[config.mk]
export PLATFORM = sky130hd
export DESIGN_NAME = addressable_led_pixel_encoder_flat
export DESIGN_NICKNAME = d
export VERILOG_FILES = /design/src/sv/alpe_pkg.sv /design/src/sv/alpe_pixel_if.sv /design/src/sv/alpe_symbol_if.sv /design/src/sv/alpe_scale.sv /design/src/sv/addressable_led_pixel_encoder.sv /design/src/flat_wrapper.sv
export SDC_FILE = /design/constraint.sdc
export NUM_CORES = 1
export LEC_CHECK = 0
export ABC_AREA = 1
export BUFFER_PORTS_ARGS = -buffer_cell sky130_fd_sc_hd__buf_2
export CORE_MARGIN = 5
export CORE_UTILIZATION = 25
export DETAILED_ROUTE_END_ITERATION = 7
export PLACE_DENSITY = 0.38
export SYNTH_ARGS = -nofsm -noshare
export SYNTH_HDL_FRONTEND = slang
export SYNTH_SLANG_ARGS = --single-unit
export TNS_END_PERCENT = 10
[constraint.sdc]
create_clock -name clk -period 6.7 [get_ports clk]
set_input_delay 1.34 -clock clk [delete_from_list [all_inputs] [get_ports clk]]
set_output_delay 1.34 -clock clk [all_outputs]
set_load 0.02 [all_outputs]
[src/sv/alpe_pkg.sv]
`default_nettype none

package alpe_pkg;

  // Pixel channel and scaling arithmetic
  localparam int unsigned CH_W        = 8;
  localparam int unsigned PROD_W      = 2 * CH_W;
  localparam int unsigned FULL_W      = 8;                 // full-scale divisor fits 8 bits
  localparam int unsigned RECIP_SHIFT = PROD_W + FULL_W;   // exact for any product below 2^16
  localparam int unsigned RECIP_W     = RECIP_SHIFT + 1;   // holds 2^24 for a divisor of one
  localparam int unsigned QUOT_W      = PROD_W + RECIP_W - RECIP_SHIFT;

  // Symbol stream
  localparam int unsigned BITS_PER_PIXEL = 3 * CH_W;
  localparam int unsigned BIT_CNT_W      = 5;
  localparam int unsigned TICK_W         = 8;
  localparam int unsigned LATCH_W        = 15;

  // Register port
  localparam int unsigned APB_AW = 5;
  localparam int unsigned APB_DW = 32;

  localparam logic [CH_W-1:0]    BRIGHTNESS_RST      = 8'd255;
  localparam logic [TICK_W-1:0]  ZERO_HIGH_TICKS_RST = 8'd4;
  localparam logic [TICK_W-1:0]  ZERO_LOW_TICKS_RST  = 8'd8;
  localparam logic [TICK_W-1:0]  ONE_HIGH_TICKS_RST  = 8'd8;
  localparam logic [TICK_W-1:0]  ONE_LOW_TICKS_RST   = 8'd4;
  localparam logic [LATCH_W-1:0] LATCH_TICKS_RST     = 15'd600;

  typedef enum logic [2:0] {
    REG_BRIGHTNESS      = 3'd0,
    REG_ZERO_HIGH_TICKS = 3'd1,
    REG_ZERO_LOW_TICKS  = 3'd2,
    REG_ONE_HIGH_TICKS  = 3'd3,
    REG_ONE_LOW_TICKS   = 3'd4,
    REG_LATCH_TICKS     = 3'd5
  } cfg_reg_t;

  typedef struct packed {
    logic [CH_W-1:0] red;
    logic [CH_W-1:0] green;
    logic [CH_W-1:0] blue;
    logic            last_pixel;
  } pixel_t;

  typedef struct packed {
    logic [BITS_PER_PIXEL-1:0] grb;
    logic                      last_pixel;
  } scaled_t;

endpackage

`default_nettype wire

[src/sv/alpe_pixel_if.sv]
`default_nettype none

interface alpe_pixel_if;
  import alpe_pkg::*;

  logic            valid;
  logic            ready;
  logic [CH_W-1:0] red;
  logic [CH_W-1:0] green;
  logic [CH_W-1:0] blue;
  logic            last_pixel;

  modport source (output valid, red, green, blue, last_pixel, input ready);
  modport sink   (input valid, red, green, blue, last_pixel, output ready);
endinterface

`default_nettype wire

[src/sv/alpe_symbol_if.sv]
`default_nettype none

interface alpe_symbol_if;
  import alpe_pkg::*;

  logic               valid;
  logic               ready;
  logic               first_level;
  logic [LATCH_W-1:0] first_ticks;
  logic               second_level;
  logic [TICK_W-1:0]  second_ticks;
  logic               end_of_run;

  modport source (output valid, first_level, first_ticks, second_level, second_ticks,
                  end_of_run, input ready);
  modport sink   (input valid, first_level, first_ticks, second_level, second_ticks,
                  end_of_run, output ready);
endinterface

`default_nettype wire

[src/sv/alpe_scale.sv]
`default_nettype none

module alpe_scale #(
  parameter int unsigned BRIGHTNESS_FULL = 255
) (
  input  wire logic                    clk,
  input  wire logic                    rst_n,
  input  wire logic [alpe_pkg::CH_W-1:0] brightness,
  input  wire logic                    pix_valid,
  output logic                         pix_ready,
  input  wire alpe_pkg::pixel_t        pix,
  output logic                         word_valid,
  input  wire logic                    word_ready,
  output alpe_pkg::scaled_t            word
);
  import alpe_pkg::*;

  // Rounded-up reciprocal of the full-scale value
  localparam logic [RECIP_W-1:0] RECIP =
    RECIP_W'(((64'd1 << RECIP_SHIFT) + 64'(BRIGHTNESS_FULL) - 64'd1) / 64'(BRIGHTNESS_FULL));

  function automatic logic [CH_W-1:0] div_sat(input logic [PROD_W-1:0] p);
    logic [PROD_W+RECIP_W-1:0] m;
    logic [QUOT_W-1:0]         q;
    m = (PROD_W+RECIP_W)'(p) * (PROD_W+RECIP_W)'(RECIP);
    q = m[PROD_W+RECIP_W-1:RECIP_SHIFT];
    return (|q[QUOT_W-1:CH_W]) ? {CH_W{1'b1}} : q[CH_W-1:0];
  endfunction

  logic              prod_valid_r;
  logic [PROD_W-1:0] prod_red_r, prod_green_r, prod_blue_r;
  logic              prod_last_r;
  logic [PROD_W-1:0] prod_red_nxt, prod_green_nxt, prod_blue_nxt;
  logic              prod_load_ok;
  logic              word_valid_r;
  scaled_t           word_r;
  scaled_t           word_nxt;
  logic              word_load_ok;

  assign word_load_ok = !word_valid_r || word_ready;
  assign prod_load_ok = !prod_valid_r || word_load_ok;
  assign pix_ready    = prod_load_ok;

  assign prod_red_nxt   = PROD_W'(pix.red)   * PROD_W'(brightness);
  assign prod_green_nxt = PROD_W'(pix.green) * PROD_W'(brightness);
  assign prod_blue_nxt  = PROD_W'(pix.blue)  * PROD_W'(brightness);

  assign word_nxt.grb        = {div_sat(prod_green_r), div_sat(prod_red_r), div_sat(prod_blue_r)};
  assign word_nxt.last_pixel = prod_last_r;

  always_ff @(posedge clk) begin
    if (!rst_n) begin
      prod_valid_r <= 1'b0;
      word_valid_r <= 1'b0;
    end else begin
      if (prod_load_ok) begin
        prod_valid_r <= pix_valid;
      end
      if (word_load_ok) begin
        word_valid_r <= prod_valid_r;
      end
    end
  end

  always_ff @(posedge clk) begin
    if (pix_valid && prod_load_ok) begin
      prod_red_r   <= prod_red_nxt;
      prod_green_r <= prod_green_nxt;
      prod_blue_r  <= prod_blue_nxt;
      prod_last_r  <= pix.last_pixel;
    end
    if (prod_valid_r && word_load_ok) begin
      word_r <= word_nxt;
    end
  end

  assign word_valid = word_valid_r;
  assign word       = word_r;

endmodule

`default_nettype wire

[src/sv/addressable_led_pixel_encoder.sv]
`default_nettype none

// Addressable LED pixel encoder. Each pixel transfer on in_pix carries red, green and blue
// intensities and a last_pixel mark. Every channel is scaled by brightness / BRIGHTNESS_FULL
// (rounded toward zero, saturated at 255), and the 24 bits go out on out_sym in green, red,
// blue order, MSB first, one symbol per bit: high for one_high_ticks / zero_high_ticks, then
// low for one_low_ticks / zero_low_ticks. A pixel marked last adds a reset symbol (low for
// latch_ticks, second phase of zero ticks). end_of_run flags the final symbol of each pixel.
// Rate: the serializer sends one symbol per cycle while out_sym.ready is high, so a pixel
// occupies the output for 24 symbols, 25 with last_pixel set; consecutive pixels stream
// with no gap. A pixel's first symbol is offered after the transfer loads the input
// register and the pixel then passes the product, quotient and serializer registers in
// turn. Three more pixels queue in the pipeline while the serializer is busy.
// Registers sit on the APB port at byte address 4*index: 0 brightness, 1 zero_high_ticks,
// 2 zero_low_ticks, 3 one_high_ticks, 4 one_low_ticks, 5 latch_ticks. Write them only
// while the block is idle.

module addressable_led_pixel_encoder #(
  parameter int unsigned BRIGHTNESS_FULL = 255
) (
  input  wire logic                        clk,
  input  wire logic                        rst_n,
  alpe_pixel_if.sink                       in_pix,
  alpe_symbol_if.source                    out_sym,
  input  wire logic                        psel,
  input  wire logic                        penable,
  input  wire logic                        pwrite,
  input  wire logic [alpe_pkg::APB_AW-1:0] paddr,
  input  wire logic [alpe_pkg::APB_DW-1:0] pwdata,
  output logic      [alpe_pkg::APB_DW-1:0] prdata,
  output logic                             pready
);
  import alpe_pkg::*;

  // ---------------------------------------------------------------------------------------
  // Configuration registers
  // ---------------------------------------------------------------------------------------
  logic [CH_W-1:0]    brightness_r;
  logic [TICK_W-1:0]  zero_high_ticks_r, zero_low_ticks_r;
  logic [TICK_W-1:0]  one_high_ticks_r, one_low_ticks_r;
  logic [LATCH_W-1:0] latch_ticks_r;
  cfg_reg_t           reg_sel;
  logic               reg_wr;

  assign pready  = 1'b1;
  assign reg_sel = cfg_reg_t'(paddr[APB_AW-1:2]);
  assign reg_wr  = psel && penable && pwrite;

  // Write in the access phase; an address past the last register drops the write.
  always_ff @(posedge clk) begin
    if (!rst_n) begin
      brightness_r      <= BRIGHTNESS_RST;
      zero_high_ticks_r <= ZERO_HIGH_TICKS_RST;
      zero_low_ticks_r  <= ZERO_LOW_TICKS_RST;
      one_high_ticks_r  <= ONE_HIGH_TICKS_RST;
      one_low_ticks_r   <= ONE_LOW_TICKS_RST;
      latch_ticks_r     <= LATCH_TICKS_RST;
    end else if (reg_wr) begin
      case (reg_sel)
        REG_BRIGHTNESS:      brightness_r      <= pwdata[CH_W-1:0];
        REG_ZERO_HIGH_TICKS: zero_high_ticks_r <= pwdata[TICK_W-1:0];
        REG_ZERO_LOW_TICKS:  zero_low_ticks_r  <= pwdata[TICK_W-1:0];
        REG_ONE_HIGH_TICKS:  one_high_ticks_r  <= pwdata[TICK_W-1:0];
        REG_ONE_LOW_TICKS:   one_low_ticks_r   <= pwdata[TICK_W-1:0];
        REG_LATCH_TICKS:     latch_ticks_r     <= pwdata[LATCH_W-1:0];
        default: ;
      endcase
    end
  end

  // Read back, zero-extended; unmapped addresses read zero.
  always_comb begin
    case (reg_sel)
      REG_BRIGHTNESS:      prdata = APB_DW'(brightness_r);
      REG_ZERO_HIGH_TICKS: prdata = APB_DW'(zero_high_ticks_r);
      REG_ZERO_LOW_TICKS:  prdata = APB_DW'(zero_low_ticks_r);
      REG_ONE_HIGH_TICKS:  prdata = APB_DW'(one_high_ticks_r);
      REG_ONE_LOW_TICKS:   prdata = APB_DW'(one_low_ticks_r);
      REG_LATCH_TICKS:     prdata = APB_DW'(latch_ticks_r);
      default:             prdata = '0;
    endcase
  end

  // ---------------------------------------------------------------------------------------
  // Input register: capture a pixel on every transfer the pipeline can take
  // ---------------------------------------------------------------------------------------
  logic    in_valid_r;
  pixel_t  in_r;
  logic    scale_ready;
  logic    in_load_ok;

  assign in_load_ok   = !in_valid_r || scale_ready;
  assign in_pix.ready = in_load_ok;

  always_ff @(posedge clk) begin
    if (!rst_n) begin
      in_valid_r <= 1'b0;
    end else if (in_load_ok) begin
      in_valid_r <= in_pix.valid;
    end
  end

  always_ff @(posedge clk) begin
    if (in_pix.valid && in_load_ok) begin
      in_r.red        <= in_pix.red;
      in_r.green      <= in_pix.green;
      in_r.blue       <= in_pix.blue;
      in_r.last_pixel <= in_pix.last_pixel;
    end
  end

  // ---------------------------------------------------------------------------------------
  // Brightness scaling: product stage, then reciprocal multiply and saturate
  // ---------------------------------------------------------------------------------------
  logic    word_valid;
  logic    ser_load_ok;
  scaled_t word;

  alpe_scale #(
    .BRIGHTNESS_FULL(BRIGHTNESS_FULL)
  ) u_scale (
    .clk       (clk),
    .rst_n     (rst_n),
    .brightness(brightness_r),
    .pix_valid (in_valid_r),
    .pix_ready (scale_ready),
    .pix       (in_r),
    .word_valid(word_valid),
    .word_ready(ser_load_ok),
    .word      (word)
  );

  // ---------------------------------------------------------------------------------------
  // Serializer: one symbol per output transfer, MSB of the GRB word first
  // ---------------------------------------------------------------------------------------
  logic                      ser_valid_r;
  logic [BITS_PER_PIXEL-1:0] ser_word_r;
  logic [BIT_CNT_W-1:0]      ser_cnt_r;
  logic                      ser_last_r;
  logic                      sym_latch;
  logic                      sym_end;
  logic                      sym_bit;
  logic                      out_xfer;

  assign sym_bit   = ser_word_r[BITS_PER_PIXEL-1];
  assign sym_latch = (ser_cnt_r == BIT_CNT_W'(BITS_PER_PIXEL));
  // The last data bit ends the run unless a reset symbol still has to follow.
  assign sym_end   = sym_latch ||
                     ((ser_cnt_r == BIT_CNT_W'(BITS_PER_PIXEL - 1)) && !ser_last_r);
  assign out_xfer  = ser_valid_r && out_sym.ready;
  // Reload in the same cycle the final symbol transfers, so pixels run back to back.
  assign ser_load_ok = !ser_valid_r || (out_sym.ready && sym_end);

  always_ff @(posedge clk) begin
    if (!rst_n) begin
      ser_valid_r <= 1'b0;
    end else if (ser_load_ok) begin
      ser_valid_r <= word_valid;
    end
  end

  always_ff @(posedge clk) begin
    if (word_valid && ser_load_ok) begin
      ser_word_r <= word.grb;
      ser_last_r <= word.last_pixel;
      ser_cnt_r  <= '0;
    end else if (out_xfer && !sym_end) begin
      ser_word_r <= {ser_word_r[BITS_PER_PIXEL-2:0], 1'b0};
      ser_cnt_r  <= ser_cnt_r + 1'b1;
    end
  end

  // Symbol fields come straight from the serializer and the held configuration.
  always_comb begin
    out_sym.valid        = ser_valid_r;
    out_sym.first_level  = !sym_latch;
    out_sym.second_level = 1'b0;
    out_sym.end_of_run   = sym_end;
    if (sym_latch) begin
      out_sym.first_ticks  = latch_ticks_r;
      out_sym.second_ticks = '0;
    end else if (sym_bit) begin
      out_sym.first_ticks  = LATCH_W'(one_high_ticks_r);
      out_sym.second_ticks = one_low_ticks_r;
    end else begin
      out_sym.first_ticks  = LATCH_W'(zero_high_ticks_r);
      out_sym.second_ticks = zero_low_ticks_r;
    end
  end

endmodule

`default_nettype wire

[src/flat_wrapper.sv]
// flat-port wrapper written by rule: the top's interface ports become plain ports
module addressable_led_pixel_encoder_flat import alpe_pkg::*;
#(
  parameter int unsigned BRIGHTNESS_FULL = 255
)
  (clk, rst_n, psel, penable, pwrite, paddr, pwdata, prdata, pready, in_pix_valid, in_pix_red, in_pix_green, in_pix_blue, in_pix_last_pixel, in_pix_ready, out_sym_valid, out_sym_first_level, out_sym_first_ticks, out_sym_second_level, out_sym_second_ticks, out_sym_end_of_run, out_sym_ready);
  alpe_pixel_if in_pix_i ();
  alpe_symbol_if out_sym_i ();
  input  wire logic clk;
  input  wire logic rst_n;
  input  wire logic psel;
  input  wire logic penable;
  input  wire logic pwrite;
  input  wire logic [alpe_pkg::APB_AW-1:0] paddr;
  input  wire logic [alpe_pkg::APB_DW-1:0] pwdata;
  output logic      [alpe_pkg::APB_DW-1:0] prdata;
  output logic pready;
  input wire logic [$bits(in_pix_i.valid)-1:0] in_pix_valid;
  input wire logic [$bits(in_pix_i.red)-1:0] in_pix_red;
  input wire logic [$bits(in_pix_i.green)-1:0] in_pix_green;
  input wire logic [$bits(in_pix_i.blue)-1:0] in_pix_blue;
  input wire logic [$bits(in_pix_i.last_pixel)-1:0] in_pix_last_pixel;
  output wire logic [$bits(in_pix_i.ready)-1:0] in_pix_ready;
  output wire logic [$bits(out_sym_i.valid)-1:0] out_sym_valid;
  output wire logic [$bits(out_sym_i.first_level)-1:0] out_sym_first_level;
  output wire logic [$bits(out_sym_i.first_ticks)-1:0] out_sym_first_ticks;
  output wire logic [$bits(out_sym_i.second_level)-1:0] out_sym_second_level;
  output wire logic [$bits(out_sym_i.second_ticks)-1:0] out_sym_second_ticks;
  output wire logic [$bits(out_sym_i.end_of_run)-1:0] out_sym_end_of_run;
  input wire logic [$bits(out_sym_i.ready)-1:0] out_sym_ready;
  assign in_pix_i.valid = in_pix_valid;
  assign in_pix_i.red = in_pix_red;
  assign in_pix_i.green = in_pix_green;
  assign in_pix_i.blue = in_pix_blue;
  assign in_pix_i.last_pixel = in_pix_last_pixel;
  assign in_pix_ready = in_pix_i.ready;
  assign out_sym_valid = out_sym_i.valid;
  assign out_sym_first_level = out_sym_i.first_level;
  assign out_sym_first_ticks = out_sym_i.first_ticks;
  assign out_sym_second_level = out_sym_i.second_level;
  assign out_sym_second_ticks = out_sym_i.second_ticks;
  assign out_sym_end_of_run = out_sym_i.end_of_run;
  assign out_sym_i.ready = out_sym_ready;
  addressable_led_pixel_encoder #(.BRIGHTNESS_FULL(BRIGHTNESS_FULL)) u_core (.clk(clk), .rst_n(rst_n), .in_pix(in_pix_i), .out_sym(out_sym_i), .psel(psel), .penable(penable), .pwrite(pwrite), .paddr(paddr), .pwdata(pwdata), .prdata(prdata), .pready(pready));
endmodule
Yosys cells after proc, flatten, opt, wreduce, memory -nomap -nowiden
Index checks and enable logic that the tools add are counted.
{"block": "totals", "regBits": 188, "out_inout_bits": 61, "word_cells": 76}
{"block": "classes", "addsub": 1, "mul": 6, "n_eq_ne": 7, "n_mux": 7, "n_reduce_logical": 30}
{"operator": "16-bit by 16-bit multiplier with 32-bit output, second input constant", "count": 3}
{"operator": "15-bit case mux with 6 select lines", "count": 1}
{"operator": "8-bit by 8-bit multiplier with 16-bit output", "count": 3}
{"operator": "24-bit two-way mux", "count": 2}
{"operator": "8-bit two-way mux", "count": 3}
{"operator": "15-bit two-way mux", "count": 1}
{"operator": "2-bit AND reduction", "count": 6}
{"operator": "5-bit == test, second input constant", "count": 2}
{"operator": "1-bit logical AND", "count": 10}
{"operator": "1-bit logical NOT", "count": 7}
{"operator": "3-bit by 2-bit == test with 1-bit output, second input constant", "count": 2}
{"operator": "3-bit == test, second input constant", "count": 2}
{"operator": "5-bit by 1-bit adder with 5-bit output, second input constant", "count": 1}
{"operator": "1-bit logical OR", "count": 5}
{"operator": "3-bit by 1-bit == test with 1-bit output, second input constant", "count": 1}
{"operator": "3-bit logical NOT", "count": 1}
{"operator": "2-bit nonzero test", "count": 1}

Longest topological paths before layout
{"block": "logic_depth", "word_depth": 9, "ltp_mapped": 20, "ltp_nobuf": 18}

Cells and area by module
Synthesis repeated with hierarchy kept, for this count alone.
{"block": "unflattened", "cells_unflattened": 2376, "hier_area_um2": 18871.8}
{"module": "alpe_scale", "instances": 1, "cells_each": 1771, "area_each_um2": 13777.0}
{"module": "addressable_led_pixel_encoder", "instances": 1, "cells_each": 605, "area_each_um2": 5094.9}

Worst setup path after synthesis
Ideal clock, no wire load.
{"block": "synth_path", "path_type": "flip-flop to flip-flop", "from": "register u_core.brightness_r[7]", "to": "register u_core.u_scale.prod_green_r[12], data pin", "arrival_time_ps": 4147, "t_required_ps": 6435, "path_slack_ps": 2288, "stages_incl_launch_ff": 17, "path_buffers": 2, "synth_period_minus_slack_ps": 4412, "path_cell_list": "dfxtp_1 clkbuf_1 clkbuf_1 nand2_1 fa_1 fa_1 inv_1 fa_1 inv_1 fa_1 inv_1 ha_1 a21oi_1 o21ai_0 a21oi_1 o21ai_0 xor2_1"}
{"block": "synth_via", "elab_chain_cells": 1}
{"element": "start: declaration", "line": "addressable_led_pixel_encoder.sv:38", "text": "logic [CH_W-1:0] brightness_r;"}
{"element": "start signal: assignment", "line": "addressable_led_pixel_encoder.sv:60", "text": "REG_BRIGHTNESS: brightness_r <= pwdata[CH_W-1:0];"}
{"element": "8-bit by 8-bit multiplier with 16-bit output", "line": "alpe_scale.sv:45", "text": "assign prod_green_nxt = PROD_W'(pix.green) * PROD_W'(brightness);"}
{"element": "net u_core.u_scale.prod_green_nxt[12]", "line": "alpe_scale.sv:33", "text": "logic [PROD_W-1:0] prod_red_nxt, prod_green_nxt, prod_blue_nxt;"}
{"element": "end signal: assignment", "line": "alpe_scale.sv:68", "text": "prod_green_r <= prod_green_nxt;"}
{"element": "end: declaration", "line": "alpe_scale.sv:31", "text": "logic [PROD_W-1:0] prod_red_r, prod_green_r, prod_blue_r;"}
The timed path passes the listed nets, and every way through them passes these cells.
A chain may end at the register's enable or synchronous reset.

Worst setup path after layout
{"block": "layout_path", "from": "register u_core.brightness_r[6]", "to": "register u_core.u_scale.prod_blue_r[15], data pin"}
{"block": "layout_via", "elab_chain_cells": 1}
{"element": "8-bit by 8-bit multiplier with 16-bit output", "line": "alpe_scale.sv:46", "text": "assign prod_blue_nxt = PROD_W'(pix.blue) * PROD_W'(brightness);"}
{"element": "net u_core.u_scale.prod_blue_nxt[15]", "line": "alpe_scale.sv:33"}
{"element": "end signal: assignment", "line": "alpe_scale.sv:69", "text": "prod_blue_r <= prod_blue_nxt;"}
{"element": "end: declaration", "line": "alpe_scale.sv:31"}
The timed path passes the listed nets, and every way through them passes these cells.

==> summary.txt <==
Setup path
  – CP max FO: 22
  – Worst-case reg-to-reg path depth: 14
  – R2R setup slack: 1.68 ns
  – R2R Path End: u_core.u_scale.prod_blue_r[15]$_DFFE_PP_
  – RR Startpoint: u_core.brightness_r[6]$_SDFFE_PN1P_
  – WP data required: 6.92 ns
  – Worst setup EP type: register
  – Crit path arrival time: 5.24 ns
  – Critical path class: reg -> reg
  – CP Launch Type: register

Route
  – WL final: 48100 µm
  – DRC Markers: 0
  – 1st-iter DRT viols: 662
  – Via/cell ratio: 4.35
  – Avg WL per Cell: 14.3 µm
  – Vias: 14600
  – First-pass DRT Iterations: 5
  – Final ANT Viol Nets: 0

Power
  – Worst VDD drop: 0.213 mV
  – Logic gate share of total power: 68.9%
  – Switching pwr: 0.00490 W
  – Clock group share of total power: 10.7%
  – P_int: 0.00490 W
  – Seq pwr share: 20.4%
  – Switching share of power: 50.0%
  – PwrDens: 478 nW/µm²
  – Leakage: 11.0 nW

Synth
  – Most frequent cell after synthesis: nand2_1
  – Synth area leader: ha_1
  – Yosys cell types: 51
  – #FFs+latches synth: 188
  – Top FF cell, synth: edfxtp_1
  – Synth cell count leaders: 579 x nand2_1, 438 x inv_1, 302 x ha_1
  – Post-synth EDFFs: 124
  – Seq/Total Area, Yosys: 27.0%
  – Ranking of synthesized cells by area: ha_1 20%, edfxtp_1 20%, nand2_1 12%
  – Syn_area_per_cell: 7.95 µm²
  – Synth warn: 0
  – Area share of the largest cell type after synthesis: 20.4%
  – Gate Count Post-Synth: 2332
  – Share of synthesized registers carrying an async set or reset: 0%
  – Mapped cell area: 18500 µm²

Floorplanning
  – Die width: 282 µm
  – Die Y: 282 µm
  – Core Region: 73200 µm²
  – Die ar.: 79700 µm²
  – Initial Util: 25.3%
  – Num rows: 99
  – Ports: 130

Cells and area
  – Synth-to-Final Area Change: 10.7%
  – Filler Cells Inserted: 7959
  – Layout Nets: 2865
  – Share of cells above drive strength 1: 6.88%
  – Final core occ: 28.0%
  – Number of inserted diodes: 0
  – Fin area: 20500 µm²

STA
  – RSZ-0062 raised after global routing: false
  – Fin crit share: 74.9%
  – Fin. max-slew vios: 0
  – Hold Fails Final Rpt: 0
  – Clock skew: 0.0188 ns
  – TNS Setup: 0 ns
  – Max Fclk: 199 MHz
  – Worst slew margin: 23.4%
  – Worst-margin pin slew: 1.15 ns
  – Setup-failing EPs final: 0
  – Min Tclk post-route: 5.02 ns

Clock tree
  – Clock sink total: 188
  – Skew-Pair Late Insertion Delay: 0.49 ns
  – Clock-pin slew on the worst setup and hold paths: 0.08 ns
  – Post-CTS Setup Inserts: 0
  – CTS Buf Count: 17
  – Clock tree buffer depth: 2
  – H-tree Lvls: 4
  – CTS Hold Buffers Added: 0
  – Clock tree from TritonCTS: yes
  – CTS root buf: clkbuf_16
  – Post-CTS sizing: 0

Global route
  – Gr busiest metal: met2
  – Grt met3 use: 1.87%
  – Met1 usage in global routing: 17.1%
  – Number of global-route vias before repair: 14800
  – Initial antenna violation count: 0
  – Grt ovf: 0
  – Total GRT Usage: 12.3%
  – Largest net degree at the start of global routing: 54
  – Met2 Usage GRT: 20.0%
  – First-pass GRT wire length: 78600 µm

Placement
  – Dpl hpwl: 38900 µm
  – Placed cell areas: 19900 µm²
  – Buffers on Ports: 91
  – Final RePlAce weighted congestion: 0.816

Min path
  – Hold path start: u_core.u_scale.prod_last_r$_DFFE_PP_
  – Worst hold path type: reg -> reg
  – Hold Crit Depth: 0
  – Hold Crit Endpoint: u_core.u_scale.word[0]$_DFFE_PP_

Outcome
  – Status: finished clean

Job
  – Max-Cap Viols: 0
layer usage:
layer | share of wire (%) | vias up
li1 | - | 7472
met1 | 50 | 6873
met2 | 46 | 208
met3 | 2.8 | 40
met4 | 1.6 | 0
met5 | 0 | -
critical path, cell delays in order, from the launching register on:
cell and delay (ns):
dfxtp_1 1.02, nand2_1 0.17, fa_1 0.53, fa_1 0.54, inv_1 0.06, fa_1 0.53, inv_1 0.06, fa_1 0.53
inv_1 0.04, ha_1 0.38, nand4_1 0.11, o21ai_0 0.39, nand4_1 0.18, nand3b_1 0.12, nand2_1 0.08
sequential cells by signal, indices dropped and copies added (netlist names), 15 cells and up:
name                         flops
u_core.latch_ticks_r            15
u_core.u_scale.prod_green_r     16
u_core.u_scale.word             25
u_core.ser_word_r               24
u_core.in_r                     25
u_core.u_scale.prod_blue_r      16
u_core.u_scale.prod_red_r       16
power by group through the flow:
| stage | combinational (W) | sequential [W] | clock (W) |
|---|---|---|---|
| finish | 0.00675 | 0.00200 | 0.00105 |
| CTS | 0.00685 | 0.00201 | 0.00110 |
| global route | 0.00798 | 0.00203 | 0.00114 |
| detailed placement | 0.00673 | 0.00204 | 0 |
| floorplan | 0.00525 | 0.00185 | 0 |
| global placement | 0.00679 | 0.00204 | 0 |
cell type report:
type / instances / area, µm² / area share, %
Timing Repair Buffer: 104 / 553 / 2.70
Multi-Input combinational cell: 1627 / 11500 / 55.9
Clock buffer: 18 / 450 / 2.20
Sequential cell: 188 / 5000 / 24.4
Inverter: 448 / 1690 / 8.22
Clock inverter: 14 / 141 / 0.689
Tap cell: 959 / 1200 / 5.85
cells in the final DEF (no fill, tap or decap), types with 11 or more instances in the layout:
cell,instances
a21oi_1,108
nor2_1,178
conb_1,19
inv_1,437
o21ai_0,82
fa_1,108
buf_4,13
dfxtp_1,64
nand2_1,579
nor3_1,18
nand3_1,82
buf_2,91
o21bai_1,11
edfxtp_1,124
xor2_1,22
a21o_1,15
nand4_1,29
clkbuf_16,18
xnor2_1,13
ha_1,302
through the flow:
stage	worst slack, ns	power, W	hold WS, ns	cells
floorplan	2.29	0.00710	0.400	2349
global placement	1.65	0.00883	0.403	3326
detailed placement	1.59	0.00877	0.405	3326
CTS	1.58	0.00996	0.425	3358
global route	1.31	0.0111	0.431	3358
finish	1.68	0.00980	0.424	3358
worst max path at each step:
stage / start / end / slack [ns] / cells after the start
finish: u_core.brightness_r[6]$_SDFFE_PN1P_ / u_core.u_scale.prod_blue_r[15]$_DFFE_PP_ / 1.68 / 14
global route: u_core.brightness_r[6]$_SDFFE_PN1P_ / u_core.u_scale.prod_blue_r[15]$_DFFE_PP_ / 1.31 / 14
CTS: u_core.brightness_r[6]$_SDFFE_PN1P_ / u_core.u_scale.prod_blue_r[15]$_DFFE_PP_ / 1.58 / 14
detailed placement: u_core.brightness_r[6]$_SDFFE_PN1P_ / u_core.u_scale.prod_blue_r[15]$_DFFE_PP_ / 1.59 / 14
global placement: u_core.brightness_r[6]$_SDFFE_PN1P_ / u_core.u_scale.prod_blue_r[15]$_DFFE_PP_ / 1.65 / 14
floorplan: u_core.brightness_r[7]$_SDFFE_PN1P_ / u_core.u_scale.prod_green_r[12]$_DFFE_PP_ / 2.29 / 16
kinds of logic (layout without fill, tap and decap cells):
family / Yosys count / after routing / synth area share (%)
AND/OR/NAND/NOR: 908 / 908 / 20.1
other: 2 / 19 / 0.0405
flip-flops: 188 / 188 / 27.0
XOR/XNOR: 35 / 35 / 1.65
AO/OA/AOI/OAI: 255 / 255 / 7.66
buffers and inverters: 534 / 584 / 11.4
adder cells (fa/ha/maj): 410 / 410 / 32.1
(Power assumes the default switching activity.)
